[src/rtl/xcfr_pkg.sv]
// Shared constants and result type for the xor-checked frame receiver.
package xcfr_pkg;

   localparam logic [7:0]  SOF_BYTE   = 8'hA5;
   localparam logic [15:0] VOLTAGE_ID = 16'h0001;
   localparam logic [3:0]  BCD_MAX    = 4'd9;

   // One result item as produced by the parser
   typedef struct packed {
      logic        frame_ok;
      logic [15:0] frame_id;
      logic [7:0]  data_first;
      logic [7:0]  data_second;
      logic        digits_valid;
      logic        voltage_updated;
      logic [13:0] target_tenths;
   } rsp_type;

endpackage

[src/rtl/xcfr_parser.sv]
// Frame parser: phase tracking, running XOR, field capture and voltage target.
module xcfr_parser (
   input  logic             clock,
   input  logic             reset,
   input  logic             fire,
   input  logic [7:0]       rx_byte,
   output xcfr_pkg::rsp_type rsp
);
   import xcfr_pkg::*;

   typedef enum logic [2:0] {
      PH_HUNT   = 3'd0,
      PH_ID_LO  = 3'd1,
      PH_ID_HI  = 3'd2,
      PH_DATA_1 = 3'd3,
      PH_DATA_2 = 3'd4,
      PH_CHECK  = 3'd5
   } phase_type;

   phase_type   phase_ff, phase_in;
   logic [7:0]  xor_ff, xor_in;
   logic [15:0] id_ff, id_in;
   logic [15:0] data_ff, data_in;
   logic [13:0] volt_ff, volt_in;

   logic [3:0]  n0, n1, n2, n3;
   logic        digits_ok;
   logic        check_ok;
   logic [13:0] bcd_value;

   // Split data into nibbles and convert the four BCD digits to binary
   assign n0 = data_ff[15:12];
   assign n1 = data_ff[11:8];
   assign n2 = data_ff[7:4];
   assign n3 = data_ff[3:0];
   assign digits_ok = (n0 <= BCD_MAX) && (n1 <= BCD_MAX) &&
                      (n2 <= BCD_MAX) && (n3 <= BCD_MAX);
   assign check_ok  = (phase_ff == PH_CHECK) && (xor_ff == rx_byte);
   assign bcd_value = {10'd0, n0} * 14'd1000 + {10'd0, n1} * 14'd100 +
                      {10'd0, n2} * 14'd10 + {10'd0, n3};

   // Next state per byte
   always_comb begin
      phase_in = phase_ff;
      xor_in   = xor_ff;
      id_in    = id_ff;
      data_in  = data_ff;
      volt_in  = volt_ff;
      case (phase_ff)
         PH_ID_LO: begin
            id_in    = {id_ff[15:8], rx_byte};
            xor_in   = xor_ff ^ rx_byte;
            phase_in = PH_ID_HI;
         end
         PH_ID_HI: begin
            id_in    = {rx_byte, id_ff[7:0]};
            xor_in   = xor_ff ^ rx_byte;
            phase_in = PH_DATA_1;
         end
         PH_DATA_1: begin
            data_in  = {rx_byte, data_ff[7:0]};
            xor_in   = xor_ff ^ rx_byte;
            phase_in = PH_DATA_2;
         end
         PH_DATA_2: begin
            data_in  = {data_ff[15:8], rx_byte};
            xor_in   = xor_ff ^ rx_byte;
            phase_in = PH_CHECK;
         end
         PH_CHECK: begin
            // a failed check byte is not retried as a start byte
            if (check_ok && digits_ok && (id_ff == VOLTAGE_ID)) begin
               volt_in = bcd_value;
            end
            xor_in   = 8'd0;
            phase_in = PH_HUNT;
         end
         default: begin
            phase_in = PH_HUNT;
            if (rx_byte == SOF_BYTE) begin
               xor_in   = rx_byte;
               phase_in = PH_ID_LO;
            end
         end
      endcase
   end

   // Result for the byte now presented
   always_comb begin
      rsp.frame_ok        = check_ok;
      rsp.frame_id        = check_ok ? id_ff : 16'd0;
      rsp.data_first      = check_ok ? data_ff[15:8] : 8'd0;
      rsp.data_second     = check_ok ? data_ff[7:0] : 8'd0;
      rsp.digits_valid    = check_ok && digits_ok;
      rsp.voltage_updated = check_ok && digits_ok && (id_ff == VOLTAGE_ID);
      rsp.target_tenths   = volt_in;
   end

   // Advance control state on each processed item
   always_ff @(posedge clock) begin
      if (reset) begin
         phase_ff <= PH_HUNT;
         xor_ff   <= 8'd0;
         volt_ff  <= 14'd0;
      end else if (fire) begin
         phase_ff <= phase_in;
         xor_ff   <= xor_in;
         volt_ff  <= volt_in;
      end
   end

   // Capture frame fields, no reset needed
   always_ff @(posedge clock) begin
      if (fire) begin
         id_ff   <= id_in;
         data_ff <= data_in;
      end
   end

endmodule

[src/rtl/xor_checked_frame_receiver.sv]
// Top level: input register, frame parser and result register on stream ports.
//
//   channel | dir | tdata                                   | tuser
//   req     | in  | [7:0] rx_byte                           | -
//   rsp     | out | id, data_first, data_second, tenths     | ok, digits, updated
//
// One byte per cycle sustained while results are taken; an item goes from the input register
// into the result register when the parser advances on it, and leaves it when taken;
// the input register and the result register sit around the single-pass parser.
// Synchronous reset clears both stage valids, the phase, the XOR and the target.
// A stalled result holds its register; the input stage keeps taking bytes
// until both stages are full, then req_tready drops.
module xor_checked_frame_receiver (
   input  logic        clock,
   input  logic        reset,
   input  logic        req_tvalid,
   output logic        req_tready,
   input  logic [7:0]  req_tdata,   // [7:0] rx_byte
   output logic        rsp_tvalid,
   input  logic        rsp_tready,
   output logic [47:0] rsp_tdata,   // [15:0] frame_id, [23:16] data_first,
                                    // [31:24] data_second, [45:32] target_tenths,
                                    // [47:46] zero
   output logic [2:0]  rsp_tuser    // [0] frame_ok, [1] digits_valid,
                                    // [2] voltage_updated
);
   import xcfr_pkg::*;

   logic       in_valid_ff;
   logic [7:0] in_byte_ff;
   logic       out_valid_ff;
   rsp_type    out_ff;
   rsp_type    rsp_next;
   logic       advance;
   logic       req_fire;
   logic       rsp_fire;

   assign rsp_fire   = rsp_tvalid && rsp_tready;
   assign advance    = in_valid_ff && (!out_valid_ff || rsp_tready);
   assign req_tready = !in_valid_ff || advance;
   assign req_fire   = req_tvalid && req_tready;

   // Hold the accepted byte until the parser takes it
   always_ff @(posedge clock) begin
      if (reset) begin
         in_valid_ff <= 1'b0;
      end else if (req_tready) begin
         in_valid_ff <= req_tvalid;
      end
   end

   always_ff @(posedge clock) begin
      if (req_fire) begin
         in_byte_ff <= req_tdata;
      end
   end

   xcfr_parser u_parser (
      .clock   (clock),
      .reset   (reset),
      .fire    (advance),
      .rx_byte (in_byte_ff),
      .rsp     (rsp_next)
   );

   // Load the result register, drop valid once the item is taken
   always_ff @(posedge clock) begin
      if (reset) begin
         out_valid_ff <= 1'b0;
      end else if (advance) begin
         out_valid_ff <= 1'b1;
      end else if (rsp_fire) begin
         out_valid_ff <= 1'b0;
      end
   end

   always_ff @(posedge clock) begin
      if (advance) begin
         out_ff <= rsp_next;
      end
   end

   assign rsp_tvalid = out_valid_ff;
   assign rsp_tdata  = {2'b00, out_ff.target_tenths, out_ff.data_second,
                        out_ff.data_first, out_ff.frame_id};
   assign rsp_tuser  = {out_ff.voltage_updated, out_ff.digits_valid, out_ff.frame_ok};

   // A voltage update only comes with a good frame of decimal digits
   a_update_needs_frame: assert property (@(posedge clock) disable iff (reset)
      rsp_tvalid && rsp_tuser[2] |-> rsp_tuser[0] && rsp_tuser[1])
      else $error("voltage update without a valid digit frame");

   // Frame id and data fields are zero when no frame completed
   a_zero_when_no_frame: assert property (@(posedge clock) disable iff (reset)
      rsp_tvalid && !rsp_tuser[0] |-> rsp_tdata[31:0] == 32'd0 && !rsp_tuser[1])
      else $error("frame fields set without a matching check byte");

   // Target stays within four decimal digits
   a_target_range: assert property (@(posedge clock) disable iff (reset)
      rsp_tvalid |-> rsp_tdata[45:32] <= 14'd9999)
      else $error("target voltage out of range");

   // A taken result with no new item behind it empties the register
   a_drain: assert property (@(posedge clock) disable iff (reset)
      rsp_fire && !advance |=> !rsp_tvalid)
      else $error("result register kept valid after being taken");

endmodule
[config.mk]
export PLATFORM = sky130hd
export DESIGN_NAME = xor_checked_frame_receiver
export DESIGN_NICKNAME = d
export VERILOG_FILES = /design/src/rtl/xcfr_pkg.sv /design/src/rtl/xcfr_parser.sv /design/src/rtl/xor_checked_frame_receiver.sv
export SDC_FILE = /design/constraint.sdc
export NUM_CORES = 1
export LEC_CHECK = 0
export ABC_AREA = 1
export BUFFER_PORTS_ARGS = -buffer_cell sky130_fd_sc_hd__buf_2
export CORE_MARGIN = 3
export CORE_UTILIZATION = 52
export CTS_BUF_LIST = sky130_fd_sc_hd__clkbuf_4 sky130_fd_sc_hd__clkbuf_8 sky130_fd_sc_hd__clkbuf_16
export CTS_CLUSTER_SIZE = 8
export DETAILED_ROUTE_END_ITERATION = 10
export PLACE_DENSITY = 0.71
export RECOVER_POWER = 25
export SLEW_MARGIN = 20
export SYNTH_ARGS = -nofsm -noshare
export SYNTH_HDL_FRONTEND = slang
export SYNTH_HIERARCHICAL = 1
export SYNTH_SLANG_ARGS = --single-unit
[constraint.sdc]
create_clock -name clock -period 6.6 [get_ports clock]
set_input_delay 1.32 -clock clock [delete_from_list [all_inputs] [get_ports clock]]
set_output_delay 1.32 -clock clock [all_outputs]
set_load 0.02 [all_outputs]
# After elaboration in Yosys (flattened, before gate mapping)
# Cells that the tools add are included.
# Widths: inputs -> output; s select.
dict set report totals {
  latch_bits 0
  rom_bits 0
  mem_bits_rw 0
  reg_bits 116
  n_memories 0
}
dict set report classes {
  order_cmp 4
  n_shift 0
  mul 3
  div_mod_pow 0
  mux 10
  n_reduce_logical 21
  addsub 3
  eq_ne 8
  n_bitwise 5
}
# op count
set op_table {}
lappend op_table {{$pmux 16 s2} 2}
lappend op_table {{$mux 14} 2}
lappend op_table {{$eq 16x1->1 const B} 1}
lappend op_table {{$le 4x4->1 const B} 4}
lappend op_table {{$pmux 8 s2} 1}
lappend op_table {{$pmux 3 s5} 1}
lappend op_table {{$add 14x11->14} 1}
lappend op_table {{$add 14x4->14} 1}
lappend op_table {{$add 14x8->14} 1}
lappend op_table {{$reduce_and 3->1} 4}
lappend op_table {{$mul 4x7->11 const B} 1}
lappend op_table {{$logic_and 1x1->1} 9}
lappend op_table {{$mul 4x5->9 const B} 1}
lappend op_table {{$eq 8x8->1} 1}
lappend op_table {{$eq 8x8->1 const B} 1}
lappend op_table {{$mux 8} 1}
lappend op_table {{$xor 8x8->8} 1}
lappend op_table {{$mul 4x3->7 const B} 1}
lappend op_table {{$eq 3x2->1 const B} 2}
lappend op_table {{$eq 3x3->1 const B} 2}
lappend op_table {{$not 1->1} 4}
lappend op_table {{$reduce_or 4->1} 1}
lappend op_table {{$eq 3x1->1 const B} 1}
lappend op_table {{$mux 1} 3}
lappend op_table {{other kinds (5)} 7}

# Logic depth before layout (Yosys ltp)
# Gate-level depths: netlist of the first run.
dict set report depth {
  word_depth 8
  mapped_depth 23
  depth_no_buf 23
}

# Cells and area by module
# Netlist of the first run, hierarchy kept.
# mod area_each_um2 instances seq_area_each_um2 cells_per_inst
set by_module_without_submodules {}
lappend by_module_without_submodules {xcfr_parser 4868.4 1 1461.4 654}
lappend by_module_without_submodules {xor_checked_frame_receiver 1821.7 1 1751.7 72}

# Worst setup path before layout of the first run
# Ideal clock, no wire load.
dict set report synth_path {
  kind {input -> register}
  start {input rsp_tready}
  end {register u_parser.data_ff[0] (enable)}
  slack_ps 613
  stages 4
  arrival_ps 5613
  path_buffers 0
  t_required_ps 6226
  path_cell_list {inv_1 -> a21oi_1 -> clkinv_1 -> nor2_1}
}
dict set report synth_between {
  elab_chain_len 3
}
# element line
set synth_lines {}
lappend synth_lines {{start, declared} xor_checked_frame_receiver.sv:20} ;# input logic rsp_tready,
lappend synth_lines {{$logic_or 1x1->1} xor_checked_frame_receiver.sv:39} ;# assign advance = in_valid_ff && (!out_valid_ff || rsp_tready);
lappend synth_lines {{$logic_and 1x1->1} xor_checked_frame_receiver.sv:39}
lappend synth_lines {{named net advance} xor_checked_frame_receiver.sv:34} ;# logic advance;
lappend synth_lines {{$reduce_and 3->1 (no line)} n/a}
lappend synth_lines {{end signal, assigned} xcfr_parser.sv:116} ;# data_ff <= data_in;
lappend synth_lines {{end, declared} xcfr_parser.sv:23} ;# logic [15:0] data_ff, data_in;
# The timed path passes the listed nets, and every way through them passes these cells.
# A chain may end at the register's enable or synchronous reset.

# Worst setup path after layout of the first run
dict set report layout_path {
  start {register u_parser.data_ff[14]}
  end {register u_parser.volt_ff[13]}
}
dict set report layout_between {
  elab_chain_len 8
}
# element line
set layout_lines {}
lappend layout_lines {{parallel branches: the longest is 6 deep, another holds $add 14x11->14} n/a}
lappend layout_lines {{$mux 14 *} xcfr_parser.sv:72} ;# if (check_ok && digits_ok && (id_ff == VOLTAGE_ID)) begin
lappend layout_lines {{$mux 14 *} xcfr_parser.sv:49} ;# case (phase_ff)
lappend layout_lines {{end signal, assigned} xcfr_parser.sv:108} ;# volt_ff <= volt_in;
lappend layout_lines {{end, declared} xcfr_parser.sv:24} ;# logic [13:0] volt_ff, volt_in;
# Every way passes the cells marked *.

==> key figures, run 1 <==
Routing
  – WL met3: 534 um
  – DR top layer: met4
  – Drt total wl: 13.28 mm
  – Met2 Wirelength: 6.899 mm
  – Via density: 4.922
  – Initial drt markers: 225
  – Via count: 4789
  – Wire per inst: 13.64 um
  – Wire length on met1: 5.532 mm
  – Iteration count of the initial detailed-routing pass: 5
  – # DRC: 0
  – ANT nets after route: 0

Min path
  – Min-delay src: u_parser/xor_ff[0]
  – Hold endpoint: u_parser/xor_ff[0]
  – Hold Path Class: reg2reg
  – Hold depth: 2

Synthesis
  – Yosys cell types: 34
  – Synthesized area: 0.006690 sq mm
  – Top-area cell type share of the netlist area: 39.95%
  – Post-Synth XOR/XNOR Area: 2.226%
  – Largest family of logic cells by synthesized area: simple AND/OR/NAND/NOR gates
  – Compound-gate portion of the synthesized area: 3.366%
  – Number of synthesized flops with an enable pin: 89
  – Register bit total from synthesis: 116
  – Synth async-reset ratio: 0%
  – Post-Synth Adder-Cell Area: 15.56%
  – Synth cell count leaders: nor2_1, inv_1, nand2_1
  – Synth area leader: edfxtp_1
  – Sequential area share after synthesis: 48.03%
  – Multiplexer share of the synthesized area: 0%
  – Ys flop type: edfxtp_1
  – YS warnings: 6
  – Synth area leaders: edfxtp_1, ha_1, dfxtp_1
  – Top-count cell post-synth: nor2_1
  – Syn Inst Count: 726
  – Avg Inst Size Synth: 9.215 sq um
  – Synth Area in Simple Gates: 21.73%

Placed design
  – Cells after DPL: 942
  – Detailed Place HPWL: 9.652 mm
  – IO buf count: 62
  – RD Place Congestion: 0.8896

CTS
  – CTS tree: done
  – CTS sink count: 116
  – Max clock buf depth: 2
  – TritonCTS Buffers: 17
  – H-tree levels: 4
  – CTS hold repair buffers: 0
  – Root buf cell: clkbuf_16
  – Post_cts resized: 0
  – Clk_lat worst skew: 410 ps
  – Post-CTS setup buffers: 0
  – Clk slew on worst S/H paths: 50 ps

STA
  – RSZ-0062 raised after global routing: false
  – Final hold violation count: 0
  – Final Setup Violations: 0
  – FMAX: 214.8 MHz
  – Worst slew pin tran: 1479 ps
  – Clock skew: 12.60 ps
  – Post-route setup TNS: 0 ps
  – Final period utilization: 70.55%
  – Slew margin rel.: 1.126%
  – Max Slew Vio Count: 0
  – Final critical-path required period: 4656 ps

Final layout
  – Final non-filler cell total: 973
  – Syn-to-layout area delta: 15.63%
  – Fill count: 1038
  – NumNets Final: 878
  – Ant. Diodes: 0
  – Share of cells above drive strength 1: 16.27%

Critical path
  – Critical Path RT: 6900 ps
  – Crit-path max cell delay: 620 ps
  – Crit-path slowest cell: fa_1
  – Worst Reg-to-Reg Cells: 23
  – Crit path capture type: flop
  – R2r setup slk: 1940 ps
  – R2R Path End: u_parser/volt_ff[13]
  – Worst r2r src: u_parser/data_ff[14]
  – Top cell by count, worst path: nand2_1
  – Setup CP Type: reg2reg
  – CP arrival: 4950 ps
  – Nature of the critical path startpoint: flop
  – Crit path max fanout: 7
  – Crit-path cells: fa_1 -> inv_1 -> fa_1 -> inv_1 -> ha_1 -> nand2_1 -> o21ai_0 -> xor2_1 -> inv_1 -> ha_1 -> ha_1 -> ha_1 -> nand2_1 -> nor2_1 -> nand3_1 -> nand3_1 -> inv_1 -> nand2_1 -> nand2_1 -> nand2_1 -> nand3_1 -> nand2_1 -> inv_1

Power and ir drop
  – Power per Cell Area: 251.6 mW/mm^2
  – Leakage Power: 3.781 nW
  – Peak supply drop: 0.0001455 V

Run status
  – Failing checks: capacitance limit
  – Status: finished, violations left

GRT
  – Largest net degree at the start of global routing: 82
  – Vias in the first global route: 4882
  – Initial antenna violation count: 0
  – First-pass GRT wire length: 22.09 mm
  – Total Routing Usage GR: 19.63%
  – Global route total overflow: 0

Die
  – Initial Util: 54.34%
  – Core area: 0.01231 sq mm
  – Die Footprint: 0.01426 sq mm
  – Die height: 119.4 um
  – # rows: 40
  – Die Width: 119.4 um
  – Io pins: 65

Flow run
  – # Max-Cap Violations: 1
## cells in the final DEF, fill, tap and decap left out, types with 3 or more instances in the layout
cell,n
inv_2,6
inv_1,129
dfxtp_1,27
nand4_1,7
o21ai_0,15
xnor2_1,10
xor2_1,7
nor2_1,131
bufinv_16,4
fa_1,17
clkbuf_4,4
nand3_1,36
nand2_2,12
nand2_1,122
buf_2,61
a21oi_1,18
nor2_4,4
clkinv_2,3
nand3_2,10
clkbuf_16,17
ha_1,56
edfxtp_1,89
## cell type report
type	instances	area [sq um]	area share (%)
clock buffer	22	469.2	6.065
clock inverter	9	152.6	1.973
inverter	137	514.2	6.647
multi-input combinational	458	2860	36.97
sequential	116	3213	41.53
tap	168	210.2	2.717
timing repair buffer	63	316.6	4.092
## sequential cells by signal, indices dropped and copies added, names as in the netlist
name / flops
rsp_tdata: 46
u_parser/data_ff: 16
u_parser/id_ff: 16
u_parser/volt_ff: 14
in_byte_ff: 8
u_parser/xor_ff: 8
rsp_tuser: 3
u_parser/phase_ff: 3
in_valid_ff: 1
rsp_tvalid: 1
## stage by stage
| step | total power [mW] | cell area [sq um] | setup slack (ps) | hold WS (ps) | utilization, % |
|---|---|---|---|---|---|
| final | 1.947 | 7736 | 1944 | 493.8 | 62.84 |
| after global routing | 2.023 | 7736 | 1555 | 509.8 | 62.84 |
| after CTS | 1.969 | 7765 | 1919 | 481.3 | 63.07 |
| after detailed placement | 1.004 | 7143 | 1945 | 472.3 | 58.02 |
| after global placement | 0.9969 | 7143 | 2118 | 456.4 | 58.02 |
| after floorplan | 0.9626 | 6694 | 613.1 | 448.2 | - |
## how the worst max path moves through the flow
stage | from | endpoint | slack, ps | cells past startpoint
floorplan | rsp_tready | u_parser/data_ff[0] | 610 | 4
finish | u_parser/data_ff[14] | u_parser/volt_ff[13] | 1940 | 23
global placement | u_parser/data_ff[14] | rsp_tdata[44] | 2120 | 20
global route | u_parser/data_ff[14] | u_parser/volt_ff[12] | 1560 | 22
CTS | u_parser/data_ff[14] | u_parser/volt_ff[13] | 1920 | 23
detailed placement | u_parser/data_ff[14] | u_parser/volt_ff[13] | 1940 | 23
## where the power goes
| group | leakage (nW) | switching (mW) | internal, mW |
|---|---|---|---|
| clock | 0.312 | 0.303 | 0.655 |
| combinational | 2.38 | 0.107 | 0.0490 |
| sequential | 1.09 | 0.0152 | 0.817 |
## layer usage
metal	up-vias	GRT usage, %
met1	2237	21.76
met2	102	34.58
met3	25	5.366
li1	2425	-
met5	-	0
met4	0	9.735
## worst max-delay path, delay by kind of cell, from the launching register on
kind	cells	cell delay, ps
flops	1	520
simple gates	10	870
fa+ha+maj	6	2440
buf+inv	5	290
xor+xnor	1	170
compound gates	1	270
## cells by family (layout without fill, tap and decap cells)
logic type | Yosys count | count (layout)
fa+ha+maj | 73 | 73
other cells | 1 | 2
xor+xnor | 17 | 17
flops | 116 | 116
simple gates | 326 | 326
compound gates | 40 | 40
buf+inv | 153 | 231
(Power assumes the default switching activity.)
==> inputs of run 2 (changes only) <==
==> constraint.sdc (replaced) <==
create_clock -name clock -period 4.8 [get_ports clock]
set_input_delay 0.96 -clock clock [delete_from_list [all_inputs] [get_ports clock]]
set_output_delay 0.96 -clock clock [all_outputs]
set_load 0.02 [all_outputs]
==> run 2 against run 1 <==
  * The flow now finishes without violations
  * Wire length is essentially flat
  * Clock skew shrank 6.7 ps
  * Final cell count grew 0.31%
  * Global-route usage grew 0.15 points
  * First-iteration DRC count grew 7.1%
  * Hold slack lost 21 ps
  * Fmax grew 4.5%
  * Combinational power grew 38%
  * Sequential share of layout area shrank 0.13 points
  * Setup slack lost 1600 ps
  * Critical endpoint unchanged
  * Highest routed layer unchanged
==> key figures, run 2 (synthesis results as in run 1) <==
Run status
  – Status: complete, no violations

Critical path
  – Family with the most delay on the worst path: adder cells
  – CP arrival: 4770 ps
  – Crit path capture type: flop
  – Setup CP Type: reg2reg
  – Crit-path slowest cell: fa_1
  – Crit. path cell count: 23
  – Buffers and inverters on the worst path: 5
  – Nature of the critical path startpoint: flop
  – Crit-path max cell delay: 620 ps
  – Critical Path RT: 5110 ps
  – Top cell by count, worst path: nand2_1
  – Worst Reg-to-Reg Cells: 23
  – Crit path max fanout: 6
  – Crit-path cells: fa_1 -> inv_1 -> fa_1 -> inv_1 -> ha_1 -> nand2_1 -> o21ai_1 -> xor2_1 -> inv_1 -> ha_1 -> ha_1 -> ha_1 -> nand2_1 -> nor2_1 -> nand3_1 -> nand3_1 -> inv_1 -> nand2_1 -> nand2_1 -> nand2_1 -> nand3_1 -> nand2_1 -> inv_1

Final layout
  – Largest register FFs: 46
  – Fill count: 1053
  – Most frequent cells in the layout: nor2_1, inv_1, nand2_1
  – Ant. Diodes: 0
  – Syn-to-layout area delta: 15.99%
  – Top Registers: rsp_tdata: 46 flops, u_parser/data_ff: 16 flops, u_parser/id_ff: 16 flops
  – Commonest non-fill, non-tap cell in the layout: nor2_1
  – Share of cells above drive strength 1: 16.71%
  – Most flop-heavy register: rsp_tdata
  – NumNets Final: 882

CTS
  – Clk slew on worst S/H paths: 50 ps
  – Root buf cell: clkbuf_16
  – CTS tree: done
  – TritonCTS Buffers: 17
  – H-tree levels: 4
  – Clk_lat worst skew: 420 ps
  – Max clock buf depth: 2
  – CTS sink count: 116

STA
  – Max Slew Vio Count: 0
  – Final critical-path required period: 4456 ps
  – Slew margin rel.: 4.152%
  – Hold Slack: 472.7 ps
  – RSZ-0062 raised after global routing: false
  – FMAX: 224.4 MHz
  – Worst slew pin tran: 1434 ps
  – Final period utilization: 92.83%
  – Final Setup Violations: 0
  – Post-route setup TNS: 0 ps
  – Final hold violation count: 0
  – Clock skew: 5.903 ps

Min path
  – Hold depth: 2
  – Hold Path Class: reg2reg

Die
  – Initial Util: 54.34%
  – # rows: 40
  – Die height: 119.4 um
  – Die Width: 119.4 um
  – Io pins: 65
  – Die Footprint: 0.01426 sq mm
  – Core area: 0.01231 sq mm

Routing
  – Iteration count of the initial detailed-routing pass: 5
  – Wire per inst: 13.61 um
  – Drt total wl: 13.29 mm
  – ANT nets after route: 0
  – # DRC: 0
  – Via density: 4.966
  – Initial drt markers: 241
  – Via count: 4847

Power and ir drop
  – Power per Cell Area: 343.4 mW/mm^2
  – Peak supply drop: 0.0002345 V
  – Leakage Power: 3.795 nW

Flow run
  – # Max-Cap Violations: 0

GRT
  – Global route total overflow: 0
  – Vias in the first global route: 4795
  – First-pass GRT wire length: 22.19 mm
  – Total Routing Usage GR: 19.78%
  – Largest net degree at the start of global routing: 81
  – Initial antenna violation count: 0

Placed design
  – Detailed Place HPWL: 9.791 mm
  – IO buf count: 62
  – RD Place Congestion: 0.8602
## run 2: cell type report
type	instances	area (sq um)	share of cell area (%)
tap	168	210.2	2.709
inverter	137	514.2	6.627
multi-input combinational	458	2864	36.91
sequential	116	3213	41.41
clock buffer	20	454.2	5.853
clock inverter	10	157.7	2.032
timing repair buffer	67	346.6	4.466
## run 2: where the power goes
group | switching, mW | leakage (nW) | internal [mW]
sequential | 0.0204 | 1.09 | 1.12
clock | 0.422 | 0.306 | 0.883
combinational | 0.147 | 2.40 | 0.0682
## run 2: through the flow
step | total power [mW] | area (sq um) | setup slack (ps) | util [%] | std cells
2_1_floorplan | 1.323 | 6698 | 497.3 | - | 727
6_report | 2.665 | 7760 | 344.3 | 63.03 | 976
4_1_cts | 2.683 | 7770 | 105.5 | 63.11 | 974
3_5_place_dp | 1.380 | 7158 | 104.8 | 58.14 | 944
5_1_grt | 2.766 | 7760 | 9.832 | 63.03 | 976
3_3_place_gp | 1.371 | 7158 | 344.0 | 58.14 | 944
## run 2: layer usage
metal,track usage (%),routed length (um),vias up
met5,0,0,-
met4,8.805,372,0
met3,3.751,445,30
met2,35.32,6945,107
met1,23.02,5525,2279
li1,-,-,2431
## run 2: worst reg2reg max path, delay by kind of cell, from the launching register on
family | cells | cell delay [ps]
flip-flops | 1 | 450
AO/OA/AOI/OAI | 1 | 220
adder cells (fa/ha/maj) | 6 | 2420
XOR/XNOR | 1 | 170
buffers and inverters | 5 | 280
AND/OR/NAND/NOR | 10 | 830
## run 2: final timing paths
kind,start,to,slack [ps]
setup reg to reg,u_parser/data_ff[13],u_parser/volt_ff[13],340
hold / removal,u_parser/xor_ff[0],u_parser/xor_ff[0],470
setup / recovery,u_parser/data_ff[13],u_parser/volt_ff[13],340
hold reg to reg,u_parser/xor_ff[0],u_parser/xor_ff[0],470
## run 2: timing repair
action | 4_1_cts | 5_1_grt
resized for setup | 0 | 3
endpoints found under the setup margin | 0 | 6
buffers inserted | 0 | 2
hold buffers | 0 | 0
==> inputs of run 3 (changes only) <==
--- a/config.mk
+++ b/config.mk
@@ -9,7 +9,7 @@
 export BUFFER_PORTS_ARGS = -buffer_cell sky130_fd_sc_hd__buf_2
 export CORE_MARGIN = 3
 export CORE_UTILIZATION = 52
-export CTS_BUF_LIST = sky130_fd_sc_hd__clkbuf_4 sky130_fd_sc_hd__clkbuf_8 sky130_fd_sc_hd__clkbuf_16
+export CTS_BUF_LIST = sky130_fd_sc_hd__clkbuf_16
 export CTS_CLUSTER_SIZE = 8
 export DETAILED_ROUTE_END_ITERATION = 10
 export PLACE_DENSITY = 0.71
==> run 3 against run 2 <==
  * Wire length rose by 0.92%
  * Global-route usage about the same
  * Sequential power about the same
  * First-iteration DRC count is 1.7% lower
==> key figures, run 3 (synthesis results as in run 1) <==
Final layout
  – Ant. Diodes: 0
  – NumNets Final: 882
  – Most flop-heavy register: rsp_tdata
  – Syn-to-layout area delta: 15.73%
  – Share of cells above drive strength 1: 16.34%
  – Largest register FFs: 46
  – Most frequent cells in the layout: inv_1, nor2_1, nand2_1
  – Top Registers: rsp_tdata: 46 flops, u_parser/data_ff: 16 flops, u_parser/id_ff: 16 flops
  – Fill count: 1051

Min path
  – Hold Path Class: reg2reg
  – Hold depth: 2
  – Min-delay src: u_parser/xor_ff[0]
  – Hold endpoint: u_parser/xor_ff[0]

Routing
  – Initial drt markers: 237
  – # DRC: 0
  – ANT nets after route: 0
  – Via density: 4.960
  – Wire per inst: 13.74 um
  – Iteration count of the initial detailed-routing pass: 5
  – Drt total wl: 13.41 mm
  – Via count: 4841

Placed design
  – RD Place Congestion: 0.8602
  – IO buf count: 62
  – Detailed Place HPWL: 9.791 mm
  – Worst slack at placement: 104.8 ps

Critical path
  – R2R Path End: u_parser/volt_ff[13]
  – R2r setup slk: 330 ps
  – Setup CP Type: reg2reg
  – Worst Reg-to-Reg Cells: 22
  – Crit path capture type: flop
  – Critical Path RT: 5110 ps
  – CP arrival: 4780 ps
  – Worst r2r src: u_parser/data_ff[13]
  – Crit path max fanout: 6
  – Nature of the critical path startpoint: flop

CTS
  – H-tree levels: 4
  – Root buf cell: clkbuf_16
  – Clk_lat worst skew: 410 ps
  – Max clock buf depth: 2
  – CTS sink count: 116
  – Clk slew on worst S/H paths: 50 ps
  – CTS tree: done
  – TritonCTS Buffers: 17

STA
  – Max Slew Vio Count: 0
  – Clock skew: 11.02 ps
  – Final Setup Violations: 0
  – FMAX: 224.0 MHz
  – Worst Slack Setup Final: 334.9 ps
  – Slew margin rel.: 6.144%
  – Worst slew pin tran: 1404 ps
  – Final hold violation count: 0
  – Post-route setup TNS: 0 ps
  – RSZ-0062 raised after global routing: false
  – Final critical-path required period: 4465 ps
  – Final period utilization: 93.02%

GRT
  – Largest net degree at the start of global routing: 81
  – Global route total overflow: 0
  – Total Routing Usage GR: 19.76%
  – First-pass GRT wire length: 22.16 mm
  – Vias in the first global route: 4789
  – Initial antenna violation count: 0

Die
  – Core area: 0.01231 sq mm
  – Die height: 119.4 um
  – Die Footprint: 0.01426 sq mm
  – # rows: 40
  – Initial Util: 54.34%
  – Io pins: 65
  – Die Width: 119.4 um

Run status
  – Status: complete, no violations

Flow run
  – # Max-Cap Violations: 0

Power and ir drop
  – Leakage Power: 3.791 nW
  – Power per Cell Area: 339.8 mW/mm^2
  – Peak supply drop: 0.0002360 V
## run 3: changes by cell type in the layout (fill, tap and decap cells not counted)
| cell | before | now |
|---|---|---|
| clkbuf_4 | 2 | 0 |
| inv_1 | 129 | 131 |
| clkbuf_8 | 1 | 0 |
| clkinv_1 | 2 | 3 |
## run 3: cell type report
type                    instances  area, sq um  area share [%]
flip-flops and latches        116         3213           41.50
clock buffers                  17        425.4           5.495
multi-input cells             458         2864           36.99
repair buffers                 67        346.6           4.476
well taps                     168        210.2           2.715
inverters                     137        514.2           6.642
clock inverters                13        168.9           2.182
## run 3: power by group
group | leakage, nW | total, mW | switching, mW | internal, mW
Clock | 0.302 | 1.27 | 0.419 | 0.852
Sequential | 1.09 | 1.14 | 0.0206 | 1.12
Combinational | 2.40 | 0.216 | 0.148 | 0.0682
Total | 3.79 | 2.63 | 0.587 | 2.04
## run 3: critical path, cell delays in order (launching register included)
cell and delay (ps):
edfxtp_1 450, fa_1 620, inv_1 100, fa_1 510, inv_1 40, ha_1 340
nand2_1 70, o21ai_1 220, xor2_1 170, inv_1 60, ha_1 290, ha_1 290
ha_1 370, nand2_1 100, nand2_1 70, a21oi_1 140, nand3_1 110, nand3_1 90
nand2_1 60, nand2_1 70, nand3_1 70, nand2_1 100, inv_1 40
## run 3: per-stage QoR
stage | total power, mW | area (sq um) | cells | util, % | hold WS, ps
finish | 2.631 | 7742 | 976 | 62.89 | 476.1
global route | 2.735 | 7742 | 976 | 62.89 | 505.8
CTS | 2.651 | 7752 | 974 | 62.97 | 472.8
detailed placement | 1.380 | 7158 | 944 | 58.14 | 465.3
global placement | 1.371 | 7158 | 944 | 58.14 | 462.9
floorplan | 1.323 | 6698 | 727 | - | 448.2
## run 3: timing repair
| item | CTS | global route |
|---|---|---|
| gates resized for setup | 0 | 3 |
| endpoints found under the setup margin | 0 | 6 |
| hold buffers | 0 | 0 |
| setup buffers | 0 | 2 |
## run 3: worst max-delay path by stage
stage	from	to	slack (ps)	cells past startpoint
after floorplan	u_parser/data_ff[14]	rsp_tdata[44]	500	20
after global placement	u_parser/data_ff[13]	rsp_tdata[44]	340	20
after detailed placement	u_parser/data_ff[13]	u_parser/volt_ff[12]	100	22
after CTS	u_parser/data_ff[13]	u_parser/volt_ff[12]	110	22
after global routing	u_parser/data_ff[13]	u_parser/volt_ff[12]	10	21
final	u_parser/data_ff[13]	u_parser/volt_ff[13]	330	22
## run 3: layer usage
layer	global-route usage [%]	routed length, um	up-vias
met2	35.29	6992	110
li1	-	-	2434
met3	4.606	513	22
met4	7.445	260	0
met5	0	0	-
met1	23.02	5644	2275
